$ cat src/rtl/core/pose_delta_speed_steering_estimator_assert.svh
// assertion macros for the pose delta speed and steering estimator
// expects clk and rst_n in the scope of the including module
`ifndef POSE_DELTA_SPEED_STEERING_ESTIMATOR_ASSERT_SVH
`define POSE_DELTA_SPEED_STEERING_ESTIMATOR_ASSERT_SVH

// same cycle implication
`define PDSE_ASSERT_IMP(lbl, ante, cons, msg) \
  lbl: assert property (@(posedge clk) disable iff (!rst_n) (ante) |-> (cons)) \
    else $error(msg);

// next cycle implication
`define PDSE_ASSERT_NXT(lbl, ante, cons, msg) \
  lbl: assert property (@(posedge clk) disable iff (!rst_n) (ante) |=> (cons)) \
    else $error(msg);

`endif

$ cat src/rtl/core/pdse_pkg.sv
// shared types, constants and angle helpers for the pose delta estimator
// no dependencies
`default_nettype none

package pdse_pkg;

  localparam int ANGLE_FRAC_BITS = 16;
  localparam int CORDIC_STEPS    = 16;

  localparam int ZW        = ANGLE_FRAC_BITS + 6;
  localparam int CW        = 49;
  localparam int SI_W      = $clog2(CORDIC_STEPS);
  localparam int DIV_W     = 54;
  localparam int DEN_W     = 32;
  localparam int DIV_CNT_W = $clog2(DIV_W);

  typedef logic signed [ZW-1:0] ang_t;
  typedef logic signed [ZW:0]   ang_w_t;
  typedef logic signed [CW-1:0] cord_t;
  typedef logic [1:0]           cfg_idx_t;

  localparam cfg_idx_t REG_WHEELBASE = 2'd0;
  localparam cfg_idx_t REG_GAP_LIMIT = 2'd1;
  localparam cfg_idx_t REG_MIN_SPEED = 2'd2;

  localparam logic [63:0] PI_Q62   = 64'hC90FDAA22168C235;
  localparam logic [63:0] PI_WIDE  = ((PI_Q62 >> (61 - ANGLE_FRAC_BITS)) + 64'd1) >> 1;
  localparam logic [63:0] QPI_WIDE = ((PI_Q62 >> (63 - ANGLE_FRAC_BITS)) + 64'd1) >> 1;

  localparam ang_w_t PI_FIX     = ang_w_t'(PI_WIDE);
  localparam ang_w_t TWO_PI     = ang_w_t'(PI_WIDE << 1);
  localparam ang_t   QUARTER_PI = ang_t'(QPI_WIDE);

  localparam logic [31:0] MICRO     = 32'd1000000;
  localparam logic [30:0] SPEED_MAX = 31'h7FFFFFFF;

  localparam logic [31:0] ATAN_Q30 [32] = '{
    32'h3243F6A8, 32'h1DAC6705, 32'h0FADBAFC, 32'h07F56EA6, 32'h03FEAB76, 32'h01FFD55B,
    32'h00FFFAAA, 32'h007FFF55, 32'h003FFFEA, 32'h001FFFFD, 32'h000FFFFF, 32'h0007FFFF,
    32'h0003FFFF, 32'h0001FFFF, 32'h0000FFFF, 32'h00007FFF, 32'h00003FFF, 32'h00001FFF,
    32'h00000FFF, 32'h000007FF, 32'h000003FF, 32'h000001FF, 32'h000000FF, 32'h0000007F,
    32'h0000003F, 32'h0000001F, 32'h0000000F, 32'h00000008, 32'h00000004, 32'h00000002,
    32'h00000001, 32'h00000000
  };

  typedef enum logic [4:0] {
    S_IDLE, S_CHECK, S_DIR, S_DIR_W, S_MX, S_MY, S_ROOT, S_ROOT_W, S_MD,
    S_DIVS, S_DIVS_W, S_MW, S_ML, S_MR, S_DIVR, S_DIVR_W, S_STEER, S_STEER_W,
    S_DONE
  } state_t;

  function automatic ang_t atan_step(input logic [4:0] i);
    logic [31:0] t;
    t = ATAN_Q30[i];
    return ang_t'((t + 32'(1 << (29 - ANGLE_FRAC_BITS))) >> (30 - ANGLE_FRAC_BITS));
  endfunction

  // reduce to (-pi, pi] for values within four pi
  function automatic ang_t wrap_ang(input ang_w_t a);
    ang_w_t r;
    r = a;
    if (r >= TWO_PI) begin
      r = r - TWO_PI;
    end else if (r <= -TWO_PI) begin
      r = r + TWO_PI;
    end
    if (r > PI_FIX) begin
      r = r - TWO_PI;
    end else if (r <= -PI_FIX) begin
      r = r + TWO_PI;
    end
    return ang_t'(r);
  endfunction

endpackage

`default_nettype wire

$ cat src/rtl/core/pdse_div.sv
// restoring divider, one quotient bit per cycle
// depends on pdse_pkg
`default_nettype none

module pdse_div (
  input  wire logic                          clk,
  input  wire logic                          rst_n,
  input  wire logic                          start,
  input  wire logic [pdse_pkg::DIV_W-1:0]    num,
  input  wire logic [pdse_pkg::DEN_W-1:0]    den,
  output logic                               busy,
  output logic [pdse_pkg::DIV_W-1:0]         quo
);
  import pdse_pkg::*;

  logic [DEN_W-1:0]     rem_r, den_r;
  logic [DIV_W-1:0]     q_r;
  logic [DIV_CNT_W-1:0] cnt_r;
  logic                 busy_r;
  logic [DEN_W:0]       shifted, diff;

  assign shifted = {rem_r, q_r[DIV_W-1]};
  assign diff    = shifted - {1'b0, den_r};
  assign busy    = busy_r;
  assign quo     = q_r;

  always_ff @(posedge clk) begin
    if (!rst_n) begin
      busy_r <= 1'b0;
    end else if (start) begin
      rem_r  <= '0;
      den_r  <= den;
      q_r    <= num;
      cnt_r  <= DIV_CNT_W'(DIV_W - 1);
      busy_r <= 1'b1;
    end else if (busy_r) begin
      if (shifted >= {1'b0, den_r}) begin
        rem_r <= diff[DEN_W-1:0];
        q_r   <= {q_r[DIV_W-2:0], 1'b1};
      end else begin
        rem_r <= shifted[DEN_W-1:0];
        q_r   <= {q_r[DIV_W-2:0], 1'b0};
      end
      cnt_r <= cnt_r - 1'b1;
      if (cnt_r == '0) begin
        busy_r <= 1'b0;
      end
    end
  end

endmodule

`default_nettype wire

$ cat config.mk
export PLATFORM = sky130hd
export DESIGN_NAME = pdse_div
export DESIGN_NICKNAME = d
export VERILOG_FILES = /design/src/rtl/core/pose_delta_speed_steering_estimator_assert.svh /design/src/rtl/core/pdse_pkg.sv /design/src/rtl/core/pdse_div.sv
export SDC_FILE = /design/constraint.sdc
export NUM_CORES = 1
export LEC_CHECK = 0
export BUFFER_PORTS_ARGS = -buffer_cell sky130_fd_sc_hd__clkbuf_2
export CAP_MARGIN = 20
export CELL_PAD_IN_SITES_DETAIL_PLACEMENT = 0
export CELL_PAD_IN_SITES_GLOBAL_PLACEMENT = 2
export CORE_UTILIZATION = 33
export DETAILED_ROUTE_END_ITERATION = 6
export PLACE_DENSITY_LB_ADDON = 0.1
export SYNTH_ARGS = -nofsm -noshare
export SYNTH_HDL_FRONTEND = slang
export SYNTH_SLANG_ARGS = --single-unit
$ cat constraint.sdc
create_clock -name clk -period 3.6 [get_ports clk]
set_input_delay 0.18 -clock clk [delete_from_list [all_inputs] [get_ports clk]]
set_output_delay 0.18 -clock clk [all_outputs]
set_load 0.05 [all_outputs]
==> results, run 1 <==
- The run finished with clean final reports.
- The flop-to-flop setup slack is 0.54 ns.
- The slowest stage of the critical path belongs to the cell sky130_fd_sc_hd__or4_1.
- The total overflow left after global routing is 0.
- The worst hold path belongs to the class primary input to flip-flop.
- For this run, the slowest stage of the critical path takes 0.53 ns.
- The fill cell total of the finished layout is 2034.
- The final routed wirelength across all metal layers is 17470 um.
- The maximum VDD drop is 0.2714 mV.
- The number of instances in the placed design is 1010.
- During synthesis, Yosys emitted a total of 0 warnings.
- The worst slew margin relative to its limit is 0.4785.
- The dominant synthesized flop cell is sky130_fd_sc_hd__edfxtp_1.
- Setup repair after global routing left no endpoint under its margin.
- The critical path data arrival time is 3.32 ns.
- The slew at the pin closest to its max-slew limit is 0.7814 ns.
- The multiplexer fraction of the synthesized cell area is 0.1074.
- TritonCTS built the clock tree.
- The tightest hold path in the finished design has a slack of 0.05127 ns.
- Setup slack closes at 0.5441 ns.
- The post-detailed-route count of antenna-violating nets is 0.
- The first TritonRoute pass finished after 4 iterations.
- The share of synthesized area occupied by flip-flops and latches is 0.5303.
- The simple-gate share of the synthesized area is 0.1085.
- The clock-pin slew reported for the worst setup and hold paths after clock tree synthesis is 0.07 ns.
- Once placement finished, the instance area stood at 0.008079 sq mm.
- The minimum clock period after layout is 3.056 ns.
- The detailed-route DRC error count is 0.
- The flop and latch count out of synthesis is 125.
- Buffers placed on the I/O ports in this run total 143.
- The number of sinks driven by the clock tree is 125.
- Once layout is complete, the utilization of the core stands at 0.4265.
- In this run the deepest clock path goes through 2 buffers.
- Of the post-synthesis cell area, the dominant cell type holds 0.5275.
- The class of the most critical setup path is flip-flop to flip-flop.
- The worst register-to-register path has a depth of 10.
- The root buffer cell is sky130_fd_sc_hd__clkbuf_16.
- Across every metal layer, demand over resource in global routing totals 0.1701.
- The share of the synthesized netlist area taken by xor and xnor gates is 0.02605.
- The final weighted congestion in routability-driven placement is 0.7719.
- Of the cells placed in the final design, the portion with a size suffix greater than 1 is 0.3129.
- By area, the combinational part of the netlist is dominated by compound AO/OA/AOI/OAI gates.
- The via count of the first global-routing pass is 5494.
- The half-perimeter wire length after placement is 12690 um.
- STA classifies the critical path endpoint as a flip-flop.
- Among all cell types in the netlist, the one instantiated most often is sky130_fd_sc_hd__edfxtp_1.
- The vertical extent of the die is 148.3 um.
- The total length of routed met3 wires is 1078 um.
- The number of top-level design ports is 144.
- The share of the cycle needed by the critical path after routing is 0.8489.
- In this run the most critical hold path is launched from num[37].
- The maximum number of pins on one net before global-route repair is 52.
- The post-synthesis area per instance is 11.65 sq um.
- The die area is 0.02198 sq mm.
- The detail-routed net length per standard cell is 16.25 um.
- The clock skew after layout is 0.01273 ns.
- The post-synth design cell area is 0.007059 sq mm.
- In the final routing, the length of wire on met1 measures 8238 um.
- The uppermost signal routing layer after detailed routing is met4.
- The violation count after the first detailed-routing iteration is 189.
- The initial antenna violation count came to 0.
- Ranked by total cell area, the synthesized netlist is headed by sky130_fd_sc_hd__edfxtp_1 (53%), sky130_fd_sc_hd__mux2_2 (8.6%), sky130_fd_sc_hd__ha_1 (6.0%).
- The worst hold path was traced through 2 stages.
- The aggregate negative setup slack is 0 ns.
- The number of nets at the end of the flow is 910.
- Traced cell by cell, the critical path runs through ha_1, and3_1, o311ai_1, a21oi_2, o211ai_2, a21oi_2, o21ai_1, buf_4, or4_1, a21oi_1.
- Prior to clock tree synthesis, the placed netlist has a worst setup slack of 0.5486 ns.
- The most repeated library cell on the critical path is sky130_fd_sc_hd__a21oi_2.
- The floorplan has 53 rows.
- The compound-gate portion of the synthesized area is 0.1266.
- The power consumption is 4.643 mW.
- The power per unit of standard cell area is 517.8 mW/mm^2.
- The number of cells upsized or downsized after cts is 0.
- Counting the buffers created by CTS gives 17.
- The routed design uses 8000 um of met2 wire.
- After synthesis, the netlist uses 63 different library cells.
- Timing would allow up to 0.3272 GHz.
- The worst setup path is launched from a flip-flop.
- In this run the critical register-to-register path is captured at rem_r[24]$_SDFFCE_PP0P_.
- Across the run, the number of max-cap violations was 0.
- Compared with the post-synthesis result, the final layout area differs by 27.01%.
- The first global-routing pass estimated 28940 um of wire.
- The critical path required time is 3.86 ns.
- The leakage power is 3.774 nW.
- The via-per-instance ratio is 4.933.
- sky130_fd_sc_hd__edfxtp_1 takes more of the synthesized area than any other cell.
- Measured along the x axis, the die boundary spans 148.3 um.
- The synthesized design contains 124 enable-type register cells.
- The effective utilization at floorplan is 0.3358.
- The placeable core region is 0.02102 sq mm.
- The summed area of non-filler cells in the final layout is 0.008966 sq mm.
- The post-synthesis share of cell area spent on full adders, half adders and majority gates is 0.06310.
- The commonest cells after synthesis are sky130_fd_sc_hd__edfxtp_1 (124), sky130_fd_sc_hd__mux2_2 (54), sky130_fd_sc_hd__a21oi_1 (51).
- The sequential cells in the finished layout cover a total of 0.003744 sq mm.
- When the netlist entered floorplanning its net count stood at 730.
- The total number of vias is 5303.
- The count of final setup violators is 0.
- The hold violation total from the final report is 0.
- Synthesis produced 606 cells.
- In the final layout, the multi-input gates occupy 0.003047 sq mm.
- Once the clock tree was built, the setup fixing pass inserted 0 buffers.
- The worst reg2reg path startpoint is rem_r[9]$_SDFFCE_PP0P_.
- The share of synthesized flip-flops with an asynchronous set or reset is 0.
- The count of cells in the finished layout, fillers not included, comes to 1075.
- The number of pins with negative max-slew slack in the final report came to 0.
- The later pin in the worst-skew pair is clocked with a latency of 0.42 ns.
- The endpoint of the worst hold-timing path is quo[37]$_DFFE_PP_.
- The maximum level of the CTS H-tree is 4.
- Along the worst path, the maximum fanout reaches 17.
[kinds of logic after synthesis]
group                    count (synthesis)
AO/OA/AOI/OAI                          137
AND/OR/NAND/NOR                        154
multiplexers                            69
XOR/XNOR                                21
flip-flops                             125
buffers and inverters                   65
adder cells (fa/ha/maj)                 35
[power breakdown]
part	switching (mW)	total, mW	internal, mW
Combinational	0.702	1.16	0.453
Clock	0.715	1.68	0.963
Sequential	0.0550	1.81	1.75
Total	1.47	4.64	3.17
[worst max-delay path, delay by kind of cell, from the launching register on]
family                   cells  cell delay, ns
flip-flops                   1            0.39
AND/OR/NAND/NOR              2            0.81
adder cells (fa/ha/maj)      1            0.43
buffers and inverters        1            0.21
AO/OA/AOI/OAI                6            1.05
[worst max-delay path by stage]
stage | start | end | slack, ns | cells past startpoint
5_1_grt | rem_r[9]$_SDFFCE_PP0P_ | rem_r[10]$_SDFFCE_PP0P_ | 0.34 | 10
4_1_cts | rem_r[21]$_SDFFCE_PP0P_ | rem_r[30]$_SDFFCE_PP0P_ | 0.54 | 10
3_3_place_gp | rem_r[24]$_SDFFCE_PP0P_ | rem_r[30]$_SDFFCE_PP0P_ | 0.59 | 10
3_5_place_dp | rem_r[21]$_SDFFCE_PP0P_ | rem_r[30]$_SDFFCE_PP0P_ | 0.55 | 10
2_1_floorplan | start | cnt_r[0]$_SDFFCE_PP1P_ | 0.13 | 5
6_report | rem_r[9]$_SDFFCE_PP0P_ | rem_r[24]$_SDFFCE_PP0P_ | 0.54 | 10
[metal layers]
metal / up-vias / global-route usage
met2: 142 / 0.2669
met1: 2522 / 0.2227
met3: 9 / 0.05184
met5: - / 0
li1: 2630 / -
met4: 0 / 0.05670
[what timing repair did]
item / in CTS / in global routing
hold buffers: 32 / 0
setup endpoints to repair: 0 / 0
hold endpoints to repair: 32 / 0
[cell usage in the layout, fill, tap and decap left out, types with 9 or more instances in the layout]
master and count:
sky130_fd_sc_hd__nor2_1 44, sky130_fd_sc_hd__and3_1 9, sky130_fd_sc_hd__edfxtp_1 124, sky130_fd_sc_hd__mux2_2 54
sky130_fd_sc_hd__inv_1 41, sky130_fd_sc_hd__mux2i_1 15, sky130_fd_sc_hd__nand2_1 42, sky130_fd_sc_hd__xnor2_1 13
sky130_fd_sc_hd__nand2b_1 9, sky130_fd_sc_hd__a21o_1 13, sky130_fd_sc_hd__ha_1 34, sky130_fd_sc_hd__buf_4 10
sky130_fd_sc_hd__clkbuf_16 17, sky130_fd_sc_hd__nand3_1 10, sky130_fd_sc_hd__clkbuf_2 142, sky130_fd_sc_hd__o21ai_0 17
sky130_fd_sc_hd__a21oi_1 51, sky130_fd_sc_hd__dlygate4sd3_1 32
[registers in the layout (all words and copies together) (netlist names)]
| register | cells |
|---|---|
| rem_r | 32 |
| busy | 1 |
| cnt_r | 6 |
| quo | 54 |
| den_r | 32 |
[cell type report]
| cell class | count | share of cell area |
|---|---|---|
| Sequential cell | 125 | 0.4175 |
| Multi-Input combinational cell | 416 | 0.3398 |
| Timing Repair Buffer | 184 | 0.1234 |
| Clock buffer | 18 | 0.04786 |
| Tap cell | 275 | 0.03838 |
| Inverter | 42 | 0.01772 |
| Clock inverter | 14 | 0.01507 |
| Antenna cell | 1 | 0.0002791 |
Power figures use the tool's default switching activity.
==> run 2, diff against run 1 <==
--- a/config.mk
+++ b/config.mk
@@ -9,7 +9,7 @@
 export CAP_MARGIN = 20
 export CELL_PAD_IN_SITES_DETAIL_PLACEMENT = 0
 export CELL_PAD_IN_SITES_GLOBAL_PLACEMENT = 2
-export CORE_UTILIZATION = 33
+export CORE_UTILIZATION = 36
 export DETAILED_ROUTE_END_ITERATION = 6
 export PLACE_DENSITY_LB_ADDON = 0.1
 export SYNTH_ARGS = -nofsm -noshare
==> constraint.sdc (replaced) <==
create_clock -name clk -period 3.2 [get_ports clk]
set_input_delay 0.16 -clock clk [delete_from_list [all_inputs] [get_ports clk]]
set_output_delay 0.16 -clock clk [all_outputs]
set_load 0.05 [all_outputs]
==> run 2 against run 1 <==
Effect of this change:
- core utilization rose by 5.1 points
- first-iteration DRC count increased by 29%
- sequential cell count stayed put
- largest power group unchanged
- highest routed layer unchanged
==> results, run 2 (same netlist as run 1, synthesis figures left out) <==
- The number of top-level design ports was 144 (unchanged).
- The total buffers and inverters traversed by the critical path is 1 (unchanged).
- The fmax is 0.3299 GHz (+0.82%).
- The met3 layer usage reported by global route was 0.06561 (+0.01377).
- The most common cell after layout, fill and taps aside is sky130_fd_sc_hd__clkbuf_2.
- The path class of the tightest hold or removal check is primary input to flip-flop.
- The vertical extent of the die was 142.0 um (-4.2%).
- The number of sinks driven by the clock tree is 125 (unchanged).
- The worst slew margin relative to its limit is 0.5819 (+0.1034).
- The routing usage on met1 is 0.2351 (+0.01240).
- The detail-routed net length per standard cell is 16.68 um (+2.6%).
- The number of nets at the end of the flow is 918 (+0.88%).
- The via count of the first global-routing pass came to 5632 (+2.5%).
- The x dimension of the die is 142.0 um (-4.2%).
- The post-detailed-route count of antenna-violating nets is 0 (unchanged).
- The critical path goes through inv_1, ha_1, fa_1, nand2b_1, a21oi_2, o21a_1, o211ai_1, a21oi_1, a311oi_1, and4_1, or4_1.
- The maximum level of the CTS H-tree came to 4 (unchanged).
- The critical path startpoint category is a flip-flop.
- The final routed wirelength across all metal layers is 17800 um (+1.9%).
- The clock-pin slew reported for the worst setup and hold paths after clock tree synthesis is 0.07 ns (about the same).
- Setup repair after global routing left no endpoint under its margin.
- The number of antenna cells inserted is 0 (-1).
- The critical path required time is 3.35 ns (-0.51 ns).
- Clock tree synthesis selected as its root buffer the cell sky130_fd_sc_hd__clkbuf_16.
- The aggregate negative setup slack is 0 ns (unchanged).
- The sort of element at the end of the critical path is a flip-flop.
- The flip-flop count of the largest register, all copies and words added is 54 (unchanged).
- The maximum VDD drop came to 0.3459 mV (+27%).
- The maximum buffer depth of the clock tree is 2 (unchanged).
- The die area is 0.02017 sq mm (-8.2%).
- The class of the most critical setup path is flip-flop to flip-flop.
- The total number of vias is 5399 (+1.8%).
- The ratio of cells with drive above 1 in the final layout is 0.3209 (+0.008051).
- The placeable core region was 0.01896 sq mm (-9.8%).
- The power per unit of standard cell area is 584.5 mW/mm^2 (+13%).
- The post-synthesis to final-layout area growth is 28.16%.
- The power consumption was 5.288 mW (+14%).
- The residual overflow from global routing is 0 (unchanged).
- The total clock buffers created by CTS is 17 (unchanged).
- The overall track demand over capacity in global routing is 0.1870 (+0.01686).
- The leakage power came to 3.834 nW (+1.6%).
- The count of final setup violators is 0 (unchanged).
- The number of pins with negative max-slew slack in the final report is 0 (unchanged).
- The clock latency on the worst-skew pair is 0.42 ns (about the same).
- The critical path data arrival time is 3.18 ns (-0.14 ns).
- The effective utilization at floorplan came to 0.3724 (+0.03660).
- met2 is the most crowded layer.
- The violation count after the first detailed-routing iteration is 244 (+29%).
- In the layout the commonest cells are sky130_fd_sc_hd__clkbuf_2 (142), sky130_fd_sc_hd__edfxtp_1 (124), sky130_fd_sc_hd__mux2_2 (54).
- The number of buffer cells added on primary ports came to 143 (unchanged).
- The hold violation total from the final report is 0 (unchanged).
- The minimum clock period after layout is 3.031 ns (-0.02481 ns).
- The fill cell total of the finished layout came to 1796 (-12%).
- The initial antenna violation count is 0 (unchanged).
- The biggest fanout along the worst timing path came to 3 (-14).
- The wire length of the first global-routing pass is 29100 um (+0.57%).
- The final weighted congestion in routability-driven placement is 0.7847 (+1.7%).
- The slew at the pin closest to its max-slew limit is 0.6259 ns (-0.1555 ns).
- The half-perimeter wire length after placement is 12950 um (+2.1%).
- The met2 capacity usage during global routing is 0.3044 (+0.03754).
- The setup fix buffers added after clock tree synthesis is 0 (unchanged).
- TritonCTS built the clock tree.
- The share of the cycle needed by the critical path after routing was 0.9472 (+0.09836).
- The detailed-router iteration count before antenna repair is 4 (unchanged).
- The longest individual stage delay on the worst path was 0.53 ns (about the same).
- The standard cell with the maximum stage delay on the critical path is sky130_fd_sc_hd__or4_1.
- The cell class contributing the biggest share of worst-path delay is simple AND/OR/NAND/NOR gates.
- The clock skew after layout is 0.01181 ns (-0.0009183 ns).
- The maximum number of pins on one net before global-route repair is 47 (-9.6%).
- The run finished with clean final reports.
- The detailed-route DRC error count is 0 (unchanged).
- The via-per-instance ratio is 5.060 (+2.6%).
- The number of max-cap violations came to 0 (unchanged).
- The number of cell rows is 50 (-5.7%).
- The worst hold margin is 0.04057 ns (-0.01071 ns).
run 2: stage by stage:
stage               setup WS, ns    util  instance area, sq um  std cells
finish                    0.1689  0.4773                  9047       1067
global route             0.03563  0.4773                  9047       1067
CTS                       0.1133  0.4771                  9044       1067
detailed placement        0.1224  0.4298                  8148       1003
global placement          0.2997  0.4298                  8148       1003
floorplan                 0.1167       -                  7063        606
run 2: layout make-up:
class	instances	area [sq um]	share of cell area
clock inverters	14	146.4	0.01618
repair buffers	192	1191	0.1317
clock buffers	18	429.2	0.04743
multi-input cells	416	3050	0.3372
well taps	260	325.3	0.03596
inverters	42	161.4	0.01784
flip-flops and latches	125	3744	0.4138
run 2: path summary, 6_finish.rpt:
path / cells past startpoint / from / slack (ns) / endpoint
worst max-delay path: 11 / quo[53]$_DFFE_PP_ / 0.17 / rem_r[30]$_SDFFCE_PP0P_
worst min-delay path: 2 / num[39] / 0.04 / quo[39]$_DFFE_PP_
worst max register to register: 11 / quo[53]$_DFFE_PP_ / 0.17 / rem_r[30]$_SDFFCE_PP0P_
worst min register to register: 1 / quo[37]$_DFFE_PP_ / 0.58 / quo[38]$_DFFE_PP_
run 2: routing by layer:
layer  up-vias  part of all wire  routed length [um]
met2       136              0.47                8309
met4         0            0.0066                 117
met3        10             0.068                1207
met1      2609              0.46                8166
li1       2644                 -                   -
met5         -                 0                   0
run 2: power breakdown:
group          total [mW]  switching, mW  internal [mW]
registers            2.04         0.0624           1.97
clock network        1.92          0.821           1.10
logic                1.33          0.797          0.536
total                5.29           1.68           3.61
run 2: repair_timing:
action,4_1_cts,5_1_grt
endpoints found under the hold margin,32,0
hold buffers,32,0
endpoints found under the setup margin,0,1
resized for setup,0,1
==> run 3, diff against run 2 <==
--- a/config.mk
+++ b/config.mk
@@ -5,11 +5,12 @@
 export SDC_FILE = /design/constraint.sdc
 export NUM_CORES = 1
 export LEC_CHECK = 0
+export ABC_AREA = 1
 export BUFFER_PORTS_ARGS = -buffer_cell sky130_fd_sc_hd__clkbuf_2
 export CAP_MARGIN = 20
 export CELL_PAD_IN_SITES_DETAIL_PLACEMENT = 0
 export CELL_PAD_IN_SITES_GLOBAL_PLACEMENT = 2
-export CORE_UTILIZATION = 36
+export CORE_UTILIZATION = 32
 export DETAILED_ROUTE_END_ITERATION = 6
 export PLACE_DENSITY_LB_ADDON = 0.1
 export SYNTH_ARGS = -nofsm -noshare
==> run 3 against run 2 <==
Effect of this change:
- core utilization fell by 5.3 points
- critical endpoint is now quo[0]$_DFFE_PP_
- cell area is 15% higher
- clock skew grew 0.0055 ns
==> results, run 3 <==
- The library cells used most frequently in the layout, excluding fill and tap cells, are sky130_fd_sc_hd__nand2_1 (461), sky130_fd_sc_hd__inv_1 (171), sky130_fd_sc_hd__clkbuf_2 (143).
- The maximum VDD drop is 0.2746 mV (-21%).
- The x dimension of the die was 160.3 um (+13%).
- Signal routing reaches up to met4.
- The amount of wire on met2 after detailed routing was 10990 um (+32%).
- After synthesis, the most frequently instantiated cells are sky130_fd_sc_hd__nand2_1 (462), sky130_fd_sc_hd__inv_1 (171), sky130_fd_sc_hd__edfxtp_1 (124).
- The top cell type by total area after synthesis is sky130_fd_sc_hd__edfxtp_1.
- The maximum level of the CTS H-tree came to 4 (unchanged).
- The total number of vias was 6926 (+28%).
- The ratio of cells with drive above 1 in the final layout was 0.1643 (-0.1566).
- The minimum clock period after layout came to 2.601 ns (-0.4297 ns).
- Setup repair after global routing left no endpoint under its margin.
- The number of top-level design ports is 144 (unchanged).
- The dominant cell by count in the synthesized netlist is sky130_fd_sc_hd__nand2_1.
- The clock tree from TritonCTS is built.
- The maximum buffer depth of the clock tree was 2 (unchanged).
- The detail-routed net length per standard cell is 14.41 um (-14%).
- The power per unit of standard cell area is 560.5 mW/mm^2 (-4.1%).
- The via-per-instance ratio was 4.291 (-15%).
- The share of synthesized area occupied by flip-flops and latches is 0.4667 (-0.06361).
- The slew at the pin closest to its max-slew limit was 0.7025 ns (+0.07663 ns).
- The flop and latch count out of synthesis is 125 (unchanged).
- The final weighted congestion in routability-driven placement is 0.8391 (+6.9%).
- The class of the worst hold path is primary input to flip-flop.
- The area share of the largest cell type after synthesis came to 0.4642 (-0.06327).
- The flow ran to the end, and the final reports show no timing, DRC or antenna violations.
- The detailed-route DRC error count was 0 (unchanged).
- The worst slew margin relative to its limit is 0.5312 (-0.05072).
- The biggest fanout along the worst timing path came to 25 (+22).
- The number of buffer cells added on primary ports is 143 (unchanged).
- The total clock buffers created by CTS came to 17 (unchanged).
- The clock skew after layout is 0.01730 ns (+0.005497 ns).
- The aggregate negative setup slack came to 0 ns (unchanged).
- The half-perimeter wire length after placement is 17350 um (+34%).
- The violation count after the first detailed-routing iteration is 297 (+22%).
- The pre-CTS setup slack is 0.5804 ns (+0.4580 ns).
- The met1 routed wirelength after detailed routing was 10820 um (+33%).
- The library cell used most frequently in the layout, excluding fill and tap cells, is sky130_fd_sc_hd__nand2_1.
- The total length of routed met3 wires came to 1187 um (-1.7%).
- The count of final setup violators is 0 (unchanged).
- The number of nets at the end of the flow is 1401 (+53%).
- The slowest stage of the critical path is the sky130_fd_sc_hd__edfxtp_1 cell.
- The effective utilization at floorplan is 0.3279 (-0.04450).
- The worst setup path is of the flip-flop to flip-flop kind.
- The clock latency on the worst-skew pair was 0.43 ns (about the same).
- The dominant synthesized flop cell is sky130_fd_sc_hd__edfxtp_1.
- The via count of the first global-routing pass came to 7145 (+27%).
- The number of warnings printed during yosys synthesis is 0 (unchanged).
- The placeable core region was 0.02446 sq mm (+29%).
- Clock tree synthesis selected as its root buffer the cell sky130_fd_sc_hd__clkbuf_16.
- The final setup slack of the worst path is 0.5986 ns (+0.4297 ns).
- The number of cell rows is 57 (+14%).
- STA classifies the critical path endpoint as a flip-flop.
- The number of antenna cells inserted was 0 (unchanged).
- The critical path data arrival time was 2.77 ns (-0.41 ns).
- The final routed wirelength across all metal layers came to 23270 um (+31%).
- In this design, the critical path's most frequently occurring cell is sky130_fd_sc_hd__nand2_1.
- The die area is 0.02570 sq mm (+27%).
- The critical path required time is 3.37 ns (+0.02 ns).
- The share of the cycle needed by the critical path after routing is 0.8129 (-0.1343).
- The vertical extent of the die came to 160.3 um (+13%).
- The number of unique standard cell types used by synthesis came to 36 (-43%).
- The kind of cell with the highest combined delay along the critical path is simple AND/OR/NAND/NOR gates.
- The signal on the critical path passes through ha_1, nand2_2, inv_1, nand2_1, nand2_1, inv_1, nand2_1, nand2_1, nand3_2, inv_4, nand2_8, inv_6, o21ai_1.
- The overall track demand over capacity in global routing was 0.1906 (+0.003583).
- The maximum number of pins on one net before global-route repair came to 71 (+51%).
- The flip-flop count of the largest register, all copies and words added came to 54 (unchanged).
- The residual overflow from global routing came to 0 (unchanged).
- The initial antenna violation count came to 0 (unchanged).
- The total buffers and inverters traversed by the critical path is 4 (+3).
- The longest individual stage delay on the worst path is 0.40 ns (-0.13 ns).
- The clock-pin slew reported for the worst setup and hold paths after clock tree synthesis was 0.06 ns (about the same).
- The fmax is 0.3844 GHz (+17%).
- The post-synthesis area per instance is 7.553 sq um (-35%).
- The total nets after synthesis is 1186 (+62%).
- The number of pins with negative max-slew slack in the final report was 0 (unchanged).
- The worst setup path is launched from a flip-flop.
- The post-synth design cell area is 0.008021 sq mm (+14%).
- The leakage power came to 5.350 nW (+40%).
- The detailed-router iteration count before antenna repair was 5 (+1).
- The area growth from synthesis to layout is 29.39%.
- The number of max-cap violations was 0 (unchanged).
- The number of cells upsized or downsized after cts is 0 (unchanged).
- The share of synthesized flip-flops with an asynchronous set or reset is 0 (unchanged).
- The hold violation total from the final report is 0 (unchanged).
- The number of sinks driven by the clock tree is 125 (unchanged).
- The wire length of the first global-routing pass is 37920 um (+30%).
- In the post-synthesis netlist, the biggest area contributors are sky130_fd_sc_hd__edfxtp_1 (46%), sky130_fd_sc_hd__nand2_1 (22%), sky130_fd_sc_hd__inv_1 (8.0%).
- The utilization after layout is 0.4243 (-0.05302).
- The number of enable-type register cells in the synthesized netlist is 124 (unchanged).
- The number of instances in the synthesized netlist was 1062 (+75%).
- The post-detailed-route count of antenna-violating nets is 0 (unchanged).
## run 3: path summary, 6_finish.rpt
| check | from | end | slack [ns] | cells past startpoint |
|---|---|---|---|---|
| max | rem_r[23]$_SDFFCE_PP0P_ | quo[0]$_DFFE_PP_ | 0.60 | 13 |
| min | num[52] | quo[52]$_DFFE_PP_ | 0.01 | 3 |
| max reg2reg | rem_r[23]$_SDFFCE_PP0P_ | quo[0]$_DFFE_PP_ | 0.60 | 13 |
| min reg2reg | quo[9]$_DFFE_PP_ | quo[10]$_DFFE_PP_ | 0.55 | 2 |
## run 3: cell type report
cell class,instances,area [sq um]
clock buffer,18,429.2
clock inverter,14,133.9
fill,2591,14080
inverter,176,668.1
multi-input combinational,737,3490
sequential,125,3744
tap,324,405.4
timing repair buffer,220,1509
## run 3: kinds of logic after synthesis
group | synth area share
adder cells (fa/ha/maj) | 0.05553
flip-flops | 0.4667
AO/OA/AOI/OAI | 0.01965
buffers and inverters | 0.09920
XOR/XNOR | 0.01638
AND/OR/NAND/NOR | 0.3425
## run 3: power breakdown
part | internal (mW) | leakage [nW] | switching, mW
registers | 2.02 | 1.21 | 0.0764
clock network | 1.08 | 0.272 | 0.829
logic | 0.592 | 3.87 | 1.22
total | 3.69 | 5.35 | 2.12
## run 3: what timing repair did
| action | in CTS | in global routing |
|---|---|---|
| buffers inserted | 0 | 0 |
| endpoints found under the hold margin | 71 | 0 |
| hold buffers | 71 | 0 |
| endpoints found under the setup margin | 0 | 0 |
## run 3: worst min-delay path: stages
cell	delay, ns
sky130_fd_sc_hd__clkbuf_2	0.08
sky130_fd_sc_hd__nand2_1	0.04
sky130_fd_sc_hd__nand2_1	0.05
## run 3: layer usage
metal  vias up  GRT usage
met3        15    0.04985
met2       164     0.3217
met5         -          0
li1       3708          -
met4         0    0.04675
met1      3039     0.2420
## run 3: through the flow
stage	cell area [sq um]	power [mW]	hold WS, ns	instances
2_1_floorplan	8021	3.420	0.2589	1062
3_3_place_gp	9105	3.904	0.3367	1511
3_5_place_dp	9105	3.891	0.3386	1511
4_1_cts	10380	5.903	0.0007703	1614
5_1_grt	10380	6.196	0.008503	1614
6_report	10380	5.817	0.01195	1614
